===== src/rtl/core/ckv_pkg.sv =====
// ----------------------------------------------------------------------------
// ckv_pkg
// types and codes shared by the compacting key/value table and its cells
// ----------------------------------------------------------------------------
package ckv_pkg;

    typedef enum logic [1:0] {
        ACT_INSERT = 2'd0,
        ACT_REMOVE = 2'd1,
        ACT_LOOKUP = 2'd2
    } t_action;

    typedef enum logic [2:0] {
        ST_OK        = 3'd0,
        ST_FULL      = 3'd1,
        ST_DUP       = 3'd2,
        ST_EMPTY     = 3'd3,
        ST_NOT_FOUND = 3'd4
    } t_status;

    localparam int unsigned CAP_W = 4;

    typedef struct packed {
        logic [1:0]         action;
        logic signed [31:0] key;
        logic [63:0]        payload_in;
    } t_req;

    typedef struct packed {
        logic [2:0]       status;
        logic [63:0]      payload_out;
        logic [CAP_W-1:0] occupancy;
    } t_rsp;

    typedef struct packed {
        logic signed [31:0] key;
        logic [63:0]        payload;
    } t_entry;

    typedef struct packed {
        logic occupied;
        logic load;
        logic shift;
    } t_cell_ctl;

endpackage


===== src/rtl/core/ckv_cell.sv =====
// ----------------------------------------------------------------------------
// ckv_cell
// one table slot: holds a key and payload, compares against the request key,
// loads a new entry or takes its upper neighbour's entry when a gap closes
// ----------------------------------------------------------------------------
module ckv_cell import ckv_pkg::*; (
    input  logic               i_clk,
    input  t_cell_ctl          i_ctl,
    input  logic signed [31:0] i_req_key,
    input  t_entry             i_new,
    input  t_entry             i_next,
    output t_entry             o_entry,
    output logic               o_match
);

    t_entry r_entry;
    t_entry n_entry;

    always_comb begin
        n_entry = r_entry;
        if (i_ctl.load) begin
            n_entry = i_new;
        end else if (i_ctl.shift) begin
            n_entry = i_next;
        end
    end

    always_ff @(posedge i_clk) begin
        r_entry <= n_entry;
    end

    assign o_entry = r_entry;
    assign o_match = i_ctl.occupied && (r_entry.key == i_req_key);

endmodule


===== src/rtl/core/compacting_key_value_table.sv =====
// ----------------------------------------------------------------------------
// compacting_key_value_table
// Associative table of up to ENTRIES unique signed keys with 64-bit payloads,
// packed from slot 0 in insertion order across a row of cells. Each transfer
// is an insert, remove or lookup; every cell compares its key in the same
// cycle and a remove shifts all later cells down one slot at the same edge,
// so one request is taken per clock unless the input stalls, and its result
// is captured in the output register at the accepting edge. The input stalls
// only while that register holds a result that the output side is stalling.
// Capacity above ENTRIES acts as ENTRIES; zero makes every insert answer full.
// ----------------------------------------------------------------------------
module compacting_key_value_table import ckv_pkg::*; #(
    parameter int unsigned ENTRIES = 8
) (
    input  logic             i_clk,
    input  logic             i_rst_n,
    input  logic             i_in_valid,
    output logic             o_in_stall,
    input  t_req             i_in,
    output logic             o_out_valid,
    input  logic             i_out_stall,
    output t_rsp             o_out,
    input  logic             i_cfg_we,
    input  logic [CAP_W-1:0] i_cfg_wdata
);

    localparam int unsigned CW = $clog2(ENTRIES + 1);
    localparam int unsigned UW = (CW > CAP_W) ? CW : CAP_W;

    logic [CAP_W-1:0] r_cap;
    logic [CW-1:0]    r_count;
    logic [CW-1:0]    n_count;
    logic             r_out_valid;
    t_rsp             r_out;

    t_entry               entry [ENTRIES];
    logic [ENTRIES-1:0]   match;
    logic                 hit;
    logic [63:0]          hit_payload;
    logic                 in_acc;
    logic                 do_insert;
    logic                 do_remove;
    logic                 full;
    logic [UW-1:0]        cap_ext;
    logic [UW-1:0]        usable;
    t_status              status;
    logic [63:0]          pout;
    t_entry               new_entry;

    assign in_acc     = i_in_valid && !o_in_stall;
    assign o_in_stall = r_out_valid && i_out_stall;
    assign new_entry  = '{key: i_in.key, payload: i_in.payload_in};

    generate
        for (genvar g = 0; g < ENTRIES; g++) begin : g_cell
            localparam logic [ENTRIES-1:0] LE_MASK = {ENTRIES{1'b1}} >> (ENTRIES - 1 - g);
            t_cell_ctl ctl;
            t_entry    next_entry;

            if (g < ENTRIES - 1) begin : g_mid
                assign next_entry = entry[g+1];
            end else begin : g_last
                assign next_entry = entry[g];
            end

            assign ctl.occupied = (CW'(g) < r_count);
            assign ctl.load     = do_insert && (r_count == CW'(g));
            assign ctl.shift    = do_remove && (|(match & LE_MASK));

            ckv_cell u_cell (
                .i_clk     (i_clk),
                .i_ctl     (ctl),
                .i_req_key (i_in.key),
                .i_new     (new_entry),
                .i_next    (next_entry),
                .o_entry   (entry[g]),
                .o_match   (match[g])
            );
        end
    endgenerate

    // keys are unique, so at most one cell matches
    always_comb begin
        hit_payload = '0;
        for (int i = 0; i < ENTRIES; i++) begin
            hit_payload = hit_payload | ({64{match[i]}} & entry[i].payload);
        end
    end

    assign hit     = |match;
    assign cap_ext = UW'(r_cap);
    assign usable  = (cap_ext > UW'(ENTRIES)) ? UW'(ENTRIES) : cap_ext;
    assign full    = (UW'(r_count) >= usable);

    always_comb begin
        status    = ST_OK;
        pout      = '0;
        do_insert = 1'b0;
        do_remove = 1'b0;
        n_count   = r_count;
        case (i_in.action)
            ACT_INSERT: begin
                if (full) begin
                    status = ST_FULL;
                end else if (hit) begin
                    status = ST_DUP;
                end else begin
                    do_insert = in_acc;
                    n_count   = r_count + 1'b1;
                end
            end
            ACT_REMOVE: begin
                if (r_count == '0) begin
                    status = ST_EMPTY;
                end else if (!hit) begin
                    status = ST_NOT_FOUND;
                end else begin
                    do_remove = in_acc;
                    n_count   = r_count - 1'b1;
                end
            end
            ACT_LOOKUP: begin
                if (r_count == '0) begin
                    status = ST_EMPTY;
                end else if (!hit) begin
                    status = ST_NOT_FOUND;
                end else begin
                    pout = hit_payload;
                end
            end
            default: begin
                status = ST_OK;
            end
        endcase
    end

    always_ff @(posedge i_clk) begin
        if (!i_rst_n) begin
            r_cap       <= CAP_W'(8);
            r_count     <= '0;
            r_out_valid <= 1'b0;
        end else begin
            if (i_cfg_we) begin
                r_cap <= i_cfg_wdata;
            end
            if (in_acc) begin
                r_count     <= n_count;
                r_out_valid <= 1'b1;
            end else if (!i_out_stall) begin
                r_out_valid <= 1'b0;
            end
        end
    end

    always_ff @(posedge i_clk) begin
        if (in_acc) begin
            r_out.status      <= status;
            r_out.payload_out <= pout;
            r_out.occupancy   <= CAP_W'(n_count);
        end
    end

    assign o_out_valid = r_out_valid;
    assign o_out       = r_out;

`ifndef NO_ASSERTIONS
    a_count_bound: assert property (@(posedge i_clk) disable iff (!i_rst_n)
        r_count <= CW'(ENTRIES))
        else $error("entry count beyond table depth");

    a_unique_match: assert property (@(posedge i_clk) disable iff (!i_rst_n)
        $onehot0(match))
        else $error("more than one cell matches the request key");

    a_insert_grows: assert property (@(posedge i_clk) disable iff (!i_rst_n)
        do_insert |=> r_count == CW'($past(r_count) + 1'b1))
        else $error("insert did not advance the entry count");

    a_remove_shrinks: assert property (@(posedge i_clk) disable iff (!i_rst_n)
        do_remove |=> r_count == CW'($past(r_count) - 1'b1))
        else $error("remove did not reduce the entry count");

    a_result_follows: assert property (@(posedge i_clk) disable iff (!i_rst_n)
        in_acc |=> o_out_valid && (o_out.occupancy == CAP_W'(r_count)))
        else $error("result occupancy does not match the table");
`endif

endmodule

===== config.mk =====
export PLATFORM = sky130hd
export DESIGN_NAME = compacting_key_value_table
export DESIGN_NICKNAME = d
export VERILOG_FILES = /design/src/rtl/core/ckv_pkg.sv /design/src/rtl/core/ckv_cell.sv /design/src/rtl/core/compacting_key_value_table.sv
export SDC_FILE = /design/constraint.sdc
export NUM_CORES = 1
export LEC_CHECK = 0
export BUFFER_PORTS_ARGS = -buffer_cell sky130_fd_sc_hd__buf_4
export CAP_MARGIN = 40
export CORE_ASPECT_RATIO = 0.7
export CORE_MARGIN = 2
export CORE_UTILIZATION = 35
export DETAILED_ROUTE_END_ITERATION = 10
export PLACE_DENSITY_LB_ADDON = 0.08
export SLEW_MARGIN = 20
export SYNTH_ARGS = -nofsm -noshare
export SYNTH_HDL_FRONTEND = slang
export SYNTH_SLANG_ARGS = --single-unit

===== constraint.sdc =====
create_clock -name i_clk -period 18.8 [get_ports i_clk]
set_clock_uncertainty 0.05 [all_clocks]
set_input_delay 0 -clock i_clk [delete_from_list [all_inputs] [get_ports i_clk]]
set_output_delay 0 -clock i_clk [all_outputs]
set_load 0.02 [all_outputs]

==> reports/results.ini, run 1 <==
[logic_synthesis]
syn_area_sq_mm=0.0403
yosys.area.top_type_share_pct=62.6
synthCells=2531
synth_ff_type=edfxtp_1
synth_area_leaders=edfxtp_1, mux2_2, xor2_1
synth_nets=2650
yosysUniqueCellTypes=53
postSynth.asyncResetShare_pct=0
synth_edf_count=839
yosysWarnings=0
synth.avg_cell_area_sq_um=15.9
ys_ff_latch=848
seq_area_frac_synth_pct=63.0
yosys.area.top_type=edfxtp_1

[finish]
ff_latch_area_sq_mm=0.0254
final_cells=4395
nFillCells=10400
drive_gt1_share_pct=37.4
area_delta_synth_final_pct=18.1
multiInputGateArea_sq_mm=0.0139
nNetsFinal=2904

[detailed_routing]
drc=0
vias=24400
vias_per_cell=5.56
first_iter_violations=2348
avgRoutedWirePerCell_um=28.8
drt_pre_antenna_iters=5
ant_nets=0
drt_wl_total_um=127000

[global_routing]
grt_max_degree=56
grt_usage_pct=21.2
overflow=0
antenna_found_initial=8
grt_pass1_wl_um=182000
grt_pass1_vias=24900

[floorplan]
pin_count=180
die_height_um=288
start_util_pct=35.2
core_sq_mm=0.115
rows=104
die_x_um=409
dieArea_sq_mm=0.118

[critical_path]
crit_path_end_kind=flip-flop
rrSetupSlack_ns=12.78
slowest_stage=buf_4
cp_common_cell=buf_4
slowest_delay_ns=0.67
start_kind=flip-flop
crit_path_cell_trace=inv_1 -> ha_1 -> nor3b_4 -> nor3_1 -> nand4_1 -> nor4_2 -> buf_4 -> or4_4 -> nor3_2 -> buf_4 -> and4_4 -> a31o_4 -> buf_4 -> buf_12
crit_type=reg2reg
worstPathMaxFanout=41
cp.arrival_ns=6.32
crit_required_ns=19.10

[power]
p_per_area_mw_per_mm2=86.6
p_leak_nw=15.6
peakVddDrop_v=0.0000619

[cts]
numCtsBuffers=91
postCtsSetupBuffers=0
clock-root-buffer=clkbuf_16
cts_tree=yes
post_cts_resized=0
clock-sinks=848
postCtsHoldBufs=115
clkLatencyLatePin_ns=0.68
clockBufferDepth=3
clk_pin_slew_ns=0.06
ctsHtreeMaxLevel=3

[placement]
dp.final_hpwl_um=76600
place.port_buffers=179
globalplace.congestion=0.779
dp_cells=4108

[sta]
worstMarginPinSlew_ns=0.903
min_period_over_period_pct=32.0
tns_ns=0
slew_headroom_pct=39.8
final-setup-viol-count=0
fmax_mhz=166
rsz0062_at_grt=no
hold_violations=0
drv_slew=0
min_period_ns=6.02

[run]
maxCapViolations=0

[status]
status=completed

[hold_path]
min_path_type=in2reg

[per-stage QoR]
| step | area (sq um) | worst slack, ns | hold WS, ns | power [mW] | util, % |
|---|---|---|---|---|---|
| 5_1_grt | 47500 | 12.47 | 0.0340 | 4.25 | 41.5 |
| 2_1_floorplan | 40300 | 7.77 | 0.0489 | 2.22 | - |
| 3_5_place_dp | 43300 | 12.82 | 0.178 | 2.31 | 37.8 |
| 3_3_place_gp | 42900 | 12.79 | 0.169 | 2.30 | 37.5 |
| 6_report | 47500 | 12.78 | 0.0592 | 4.12 | 41.5 |
| 4_1_cts | 47400 | 12.78 | 0.00536 | 4.16 | 41.4 |
[synthesized netlist by cell type, types with 25 or more instances]
cell type  count
edfxtp_1     839
mux2_2       661
xor2_1       232
a22oi_1      128
buf_2         92
a31oi_1       69
a221oi_1      65
a22o_1        64
clkbuf_1      59
nor4_1        57
buf_4         32
xnor2_1       25
[sequential cells by signal (all words and copies together) (netlist names)]
register,cells
r_count,4
o_out,71
cap_ext,4
o_out_valid,1
g_cell.u_cell.o_entry,768
[where the power goes]
part	internal, mW	total (mW)	switching, mW
Combinational	0.0788	0.202	0.123
Sequential	2.08	2.09	0.00935
Clock	1.06	1.83	0.770
Total	3.22	4.12	0.902
[final timing paths]
| kind | depth (start not counted) | end | from |
|---|---|---|---|
| min | 2 | g_cell[7].u_cell.o_entry[12]$_DFFE_PP_ | i_in[12] |
| min reg2reg | 1 | g_cell[3].u_cell.o_entry[26]$_DFFE_PP_ | g_cell[4].u_cell.o_entry[26]$_DFFE_PP_ |
| max reg2reg | 14 | g_cell[5].u_cell.o_entry[56]$_DFFE_PP_ | r_count[0]$_SDFFE_PN0P_ |
| max | 14 | g_cell[5].u_cell.o_entry[56]$_DFFE_PP_ | r_count[0]$_SDFFE_PN0P_ |
[layout by cell type (no fill, tap or decap), types with 7 or more instances in the layout]
cell type and n:
o21ai_0 10, buf_16 8, buf_12 12, xnor2_1 25
inv_1 8, nor3_2 7, a21oi_1 9, clkbuf_16 94
a22oi_1 128, mux2_1 11, nand4_1 14, a221oi_1 65
nor3_1 9, buf_4 224, ha_1 12, clkinv_2 14
nor2_1 9, clkbuf_1 17, a31oi_1 69, nand2_1 15
mux2_2 661, edfxtp_1 839, clkinvlp_4 8, bufinv_16 11
nor4_1 54, xor2_1 232, nand3_1 17, clkinv_1 18
dfxtp_1 9, a22o_1 64, dlygate4sd3_1 115
[final cells by class]
| cell class | instances | area share (%) |
|---|---|---|
| Inverter | 9 | 0.0763 |
| Multi-Input combinational cell | 1470 | 29.3 |
| Timing Repair Buffer | 365 | 7.01 |
| Tap cell | 1537 | 4.05 |
| Clock buffer | 111 | 5.08 |
| Sequential cell | 848 | 53.4 |
| Antenna cell | 3 | 0.0158 |
| Clock inverter | 52 | 1.14 |
[cells by family (layout without fill, tap and decap cells)]
kind of cell,Yosys count,after routing,share of synthesized area (%)
other,0,3,0
flip-flops,848,848,63.0
multiplexers,676,676,18.9
XOR/XNOR,257,257,5.59
adder cells (fa/ha/maj),12,12,0.373
buffers and inverters,213,537,2.79
AO/OA/AOI/OAI,362,362,6.82
AND/OR/NAND/NOR,163,163,2.51
[critical path: cells and delay by family, from the launching register on]
family                     cells  cell delay [ns]
AOI/OAI and AO/OA              1             0.64
and+or+nand+nor                7             2.36
adders and majority gates      1             0.39
buffers and inverters          5             1.76
DFF                            1             0.40
[routing by layer]
metal	wire length (um)	global-route usage, %	up-vias	part of all wire [%]
li1	-	-	10600	-
met1	62900	32.5	12900	50
met2	54200	30.8	759	43
met3	7050	3.62	167	5.6
met4	2580	5.22	8	2.0
met5	57	0	-	0.045
(Power assumes the default switching activity.)
==> run 2, diff against run 1 <==
- clock period: 18.8 -> 5.3 ns (I/O delays scaled with it)
==> run 2 against run 1 <==
Worst setup slack got worse by 12 ns. Utilization grew 0.48 points. Non-clock buffer count increased by 32. Power grew to 3.5 times the previous value. Sequential power rose to 3.5 times the previous value. Die area stayed put. Critical path type unchanged. First-iteration DRC count is 4.8% higher. Register-to-register slack worse by 12 ns. Final area grew 1.2%. Routed wire length is 2.5% higher. Flip-flop and latch count unchanged. Largest power group unchanged. Via count is 0.84% higher.
==> reports/results.ini, run 2 (synthesis gave the netlist of run 1 again) <==
[critical_path]
slowest_stage=nor4_1
crit_path_cell_trace=inv_2 -> ha_2 -> nor3b_4 -> nor3_1 -> nand4_1 -> nor4_2 -> nor4_1 -> nand2_1 -> nand3_4 -> buf_4 -> buf_4 -> a31oi_1
crit_type=reg2reg
start_kind=flip-flop
cp.arrival_ns=5.09
worstPathMaxFanout=34
crit_family=simple AND/OR/NAND/NOR gates
cp_common_cell=buf_4
slowest_delay_ns=0.71
crit_path_end_kind=flip-flop
crit_required_ns=5.64
crit_buf_inv=3

[cts]
cts_tree=yes
post_cts_resized=0
clock-sinks=848
clock-root-buffer=clkbuf_16
clk_pin_slew_ns=0.06
clkLatencyLatePin_ns=0.69
ctsHtreeMaxLevel=3
clockBufferDepth=3
numCtsBuffers=91

[placement]
place_area_sq_mm=0.0440
globalplace.congestion=0.838
dp.final_hpwl_um=79800
place.port_buffers=179
pre_cts_ws_ns=0.641

[sta]
final-setup-viol-count=0
worstMarginPinSlew_ns=0.975
rsz0062_at_grt=no
hold_ws_ns=0.0508
min_period_ns=4.76
fin_ws_ns=0.545
min_period_over_period_pct=89.7
drv_slew=0
fmax_mhz=210
tns_ns=0
slew_headroom_pct=34.4
hold_violations=0

[detailed_routing]
ant_nets=0
first_iter_violations=2461
drt_pre_antenna_iters=5
drc=0
vias_per_cell=5.57
avgRoutedWirePerCell_um=29.4
vias=24600
drt_wl_total_um=130000

[floorplan]
core_sq_mm=0.115
start_util_pct=35.2
die_height_um=288
die_x_um=409
rows=104
dieArea_sq_mm=0.118
pin_count=180

[power]
power_frac_seq_pct=50.7
peakVddDrop_v=0.000220
p_leak_nw=15.8
power_frac_comb_pct=5.1
p_clk_share_pct=44.3
switchingPower_mw=3.29
p_total_mw=14.6
p_per_area_mw_per_mm2=304
internal_power_mw=11.3
swShare_pct=22.5

[run]
maxCapViolations=0

[global_routing]
grt_max_degree=70
grt_pass1_vias=24900
grt_pass1_wl_um=187000
grt_usage_pct=21.7
antenna_found_initial=4
overflow=0

[finish]
final_cell_area_sq_mm=0.0481
drive_gt1_share_pct=38.0
mostFrequentLayoutCells=edfxtp_1, mux2_2, xor2_1, buf_4, a22oi_1
final_common_cell=edfxtp_1
area_delta_synth_final_pct=19.4
largest_reg_flops=768
nNetsFinal=2936

[hold_path]
min_path_type=in2reg

[status]
status=completed

-- run 2: cell types whose count changed in the layout (fill, tap and decap cells not counted), moves of 3 or more --
cell,change
buf_12,+29
buf_4,+6
clkbuf_1,+5
clkinvlp_4,-5
buf_16,-3
clkinv_2,-3
clkinv_4,+3
nand2_4,-3
nand2_8,+3
-- run 2: worst register-to-register path: stages (launching register included) --
cell	delay (ns)
dfxtp_1	0.41
inv_2	0.19
ha_2	0.32
nor3b_4	0.54
nor3_1	0.18
nand4_1	0.14
nor4_2	0.07
nor4_1	0.72
nand2_1	0.43
nand3_4	0.37
buf_4	0.33
buf_4	0.63
a31oi_1	0.12
-- run 2: per-layer routing --
layer  track usage, %  vias to the layer above  routed length, um
met1             34.4                    12900              65500
met3             3.91                      152               8370
met4             3.76                        4               1940
met5                0                        -                 25
met2             31.0                      873              54100
li1                 -                    10700                  -
-- run 2: stage by stage --
stage	std cells	utilization (%)
5_1_grt	4427	42.0
3_3_place_gp	4132	38.2
2_1_floorplan	2531	-
4_1_cts	4423	42.0
3_5_place_dp	4143	38.4
6_report	4427	42.0
-- run 2: layout make-up --
class / instances / area, sq um
flip-flops and latches: 848 / 25400
inverters: 9 / 36.3
multi-input cells: 1470 / 13900
clock inverters: 48 / 512
fillers: 10400 / 66400
clock buffers: 116 / 2420
repair buffers: 397 / 3880
well taps: 1537 / 1920
diodes: 2 / 5.00
-- run 2: worst paths after layout --
| kind | slack, ns | to | from | cells after the start |
|---|---|---|---|---|
| hold / removal | 0.05 | g_cell[7].u_cell.o_entry[12]$_DFFE_PP_ | i_in[12] | 2 |
| setup / recovery | 0.54 | o_out[8]$_SDFFCE_PP0P_ | r_count[0]$_SDFFE_PN0P_ | 12 |
| setup reg to reg | 0.54 | o_out[8]$_SDFFCE_PP0P_ | r_count[0]$_SDFFE_PN0P_ | 12 |
| hold reg to reg | 0.51 | g_cell[6].u_cell.o_entry[63]$_DFFE_PP_ | g_cell[7].u_cell.o_entry[63]$_DFFE_PP_ | 1 |
-- run 2: power by group through the flow --
stage | Sequential (mW) | Clock, mW | Combinational [mW]
2_1_floorplan | 7.57 | 0 | 0.301
3_3_place_gp | 7.55 | 0 | 0.652
3_5_place_dp | 7.55 | 0 | 0.658
4_1_cts | 7.40 | 6.64 | 0.737
5_1_grt | 7.41 | 6.87 | 0.784
6_report | 7.40 | 6.47 | 0.739
-- run 2: repair_timing --
item / in CTS / in global routing
endpoints found under the hold margin: 780 / 0
setup buffers: 0 / 0
endpoints found under the setup margin: 0 / 0
hold buffers: 116 / 0
==> run 3, diff against run 2 <==
- CORE_UTILIZATION: 35 -> 40
==> run 3 against run 2 <==
Via count is 1.2% lower. Sequential share of layout area is 0.75 points higher. Sequential power about the same. Final cell count is 5.1% lower. Highest routed layer unchanged.
==> reports/results.ini, run 3 (synthesis gave the netlist of run 1 again) <==
[hold_path]
min_path_type=in2reg

[floorplan]
dieArea_sq_mm=0.103
rows=97
start_util_pct=40.3
die_height_um=269
core_sq_mm=0.0999
die_x_um=383
pin_count=180

[status]
status=completed

[placement]
globalplace.congestion=0.810
place.port_buffers=179
dp_cells=3916
dp.final_hpwl_um=72500

[critical_path]
endpoint=g_cell[2].u_cell.o_entry[83]$_DFFE_PP_
crit_path_end_kind=flip-flop
rrSetupSlack_ns=0.60
worstPathMaxFanout=34
cp.arrival_ns=4.97
rr_endpoint=g_cell[2].u_cell.o_entry[83]$_DFFE_PP_
crit_required_ns=5.57
reg2regPathDepth=12
crit_type=reg2reg
start_kind=flip-flop
cp-startpoint=r_count[0]$_SDFFE_PN0P_
rr_startpoint=r_count[0]$_SDFFE_PN0P_

[detailed_routing]
vias=24400
drt_pre_antenna_iters=6
vias_per_cell=5.80
drc=0
ant_nets=0
drt_wl_total_um=122000
first_iter_violations=2261
avgRoutedWirePerCell_um=29.0

[cts]
ctsHtreeMaxLevel=3
clock-sinks=848
clkLatencyLatePin_ns=0.68
clock-root-buffer=clkbuf_16
cts_tree=yes
numCtsBuffers=90
clk_pin_slew_ns=0.07
clockBufferDepth=3

[sta]
min_period_over_period_pct=88.7
worstMarginPinSlew_ns=0.889
rsz0062_at_grt=no
hold_ws_ns=0.0476
final-setup-viol-count=0
min_period_ns=4.70
drv_slew=0
hold_violations=0
fmax_mhz=213
tns_ns=0
slew_headroom_pct=40.2

[power]
peakVddDrop_v=0.000206
p_leak_nw=15.6
p_per_area_mw_per_mm2=301

[run]
maxCapViolations=0

[global_routing]
antenna_found_initial=9
grt_pass1_vias=24600
grt_max_degree=97
overflow=0
grt_pass1_wl_um=176000
grt_usage_pct=23.2

[finish]
final_cells=4202
mostFrequentLayoutCells=edfxtp_1, mux2_2, xor2_1, buf_4, a22oi_1
largest_reg_flops=768
nNetsFinal=2908
final_common_cell=edfxtp_1
area_delta_synth_final_pct=17.8
drive_gt1_share_pct=37.6

run 3: cell count changes in the layout (fill, tap and decap cells not counted), moves of 4 or more:
| cell | delta |
|---|---|
| clkinv_1 | +4 |
| clkbuf_1 | -6 |
| buf_12 | -10 |
| clkinv_2 | +5 |
| buf_4 | -12 |
| bufinv_16 | -4 |
run 3: worst min path at each step:
stage,start,endpoint,slack [ns],cells after the start
finish,i_in[42],g_cell[7].u_cell.o_entry[42]$_DFFE_PP_,0.05,2
global route,i_in[11],g_cell[7].u_cell.o_entry[11]$_DFFE_PP_,0.03,2
CTS,i_in[11],g_cell[7].u_cell.o_entry[11]$_DFFE_PP_,0.005,2
detailed placement,i_in_valid,o_out_valid$_SDFFE_PN0P_,0.17,2
global placement,i_in_valid,o_out_valid$_SDFFE_PN0P_,0.17,2
floorplan,i_in[0],g_cell[7].u_cell.o_entry[0]$_DFFE_PP_,0.05,0
run 3: metal layers:
layer | track usage [%] | up-vias | share of wire, %
li1 | - | 10600 | -
met1 | 35.6 | 12600 | 49
met2 | 33.8 | 930 | 43
met3 | 4.62 | 175 | 6.6
met4 | 4.82 | 10 | 1.8
met5 | 0 | - | 0.061
run 3: through the flow:
step | instance area [sq um] | util [%] | total power [mW] | setup WS [ns]
after floorplan | 40300 | - | 7.87 | 0.00965
after global placement | 43300 | 43.3 | 8.16 | 0.655
after detailed placement | 43400 | 43.4 | 8.17 | 0.602
after CTS | 47300 | 47.4 | 14.4 | 0.608
after global routing | 47400 | 47.5 | 14.7 | 0.431
final | 47400 | 47.5 | 14.3 | 0.599
run 3: what timing repair did:
| item | 4_1_cts | 5_1_grt |
|---|---|---|
| setup buffers | 0 | 0 |
| setup endpoints to repair | 0 | 0 |
| hold buffers | 114 | 0 |
| gates resized for setup | 0 | 0 |
| hold endpoints to repair | 780 | 0 |
run 3: report_power, final:
group	switching, mW	internal (mW)	leakage (nW)	total [mW]
logic	0.425	0.280	6.54	0.705
registers	0.0348	7.37	7.69	7.40
clock network	2.73	3.46	1.37	6.19
run 3: area by class of cell:
class | count | area (sq um)
flip-flops and latches | 848 | 25400
fillers | 8560 | 52500
clock buffers | 109 | 2390
clock inverters | 56 | 444
repair buffers | 370 | 3560
diodes | 4 | 10.0
well taps | 1336 | 1670
inverters | 9 | 36.3
multi-input cells | 1470 | 13900
run 3: worst max-delay path, stage by stage, from the launching register on:
cell and delay (ns):
dfxtp_1 0.40, inv_2 0.20, ha_2 0.33, nor3b_4 0.47, nor3_1 0.12, nand4_1 0.13
nor4_2 0.07, or4_4 0.57, nor3_2 0.17, buf_4 0.27, nand4_4 0.62, nand2_8 0.47
buf_4 0.45
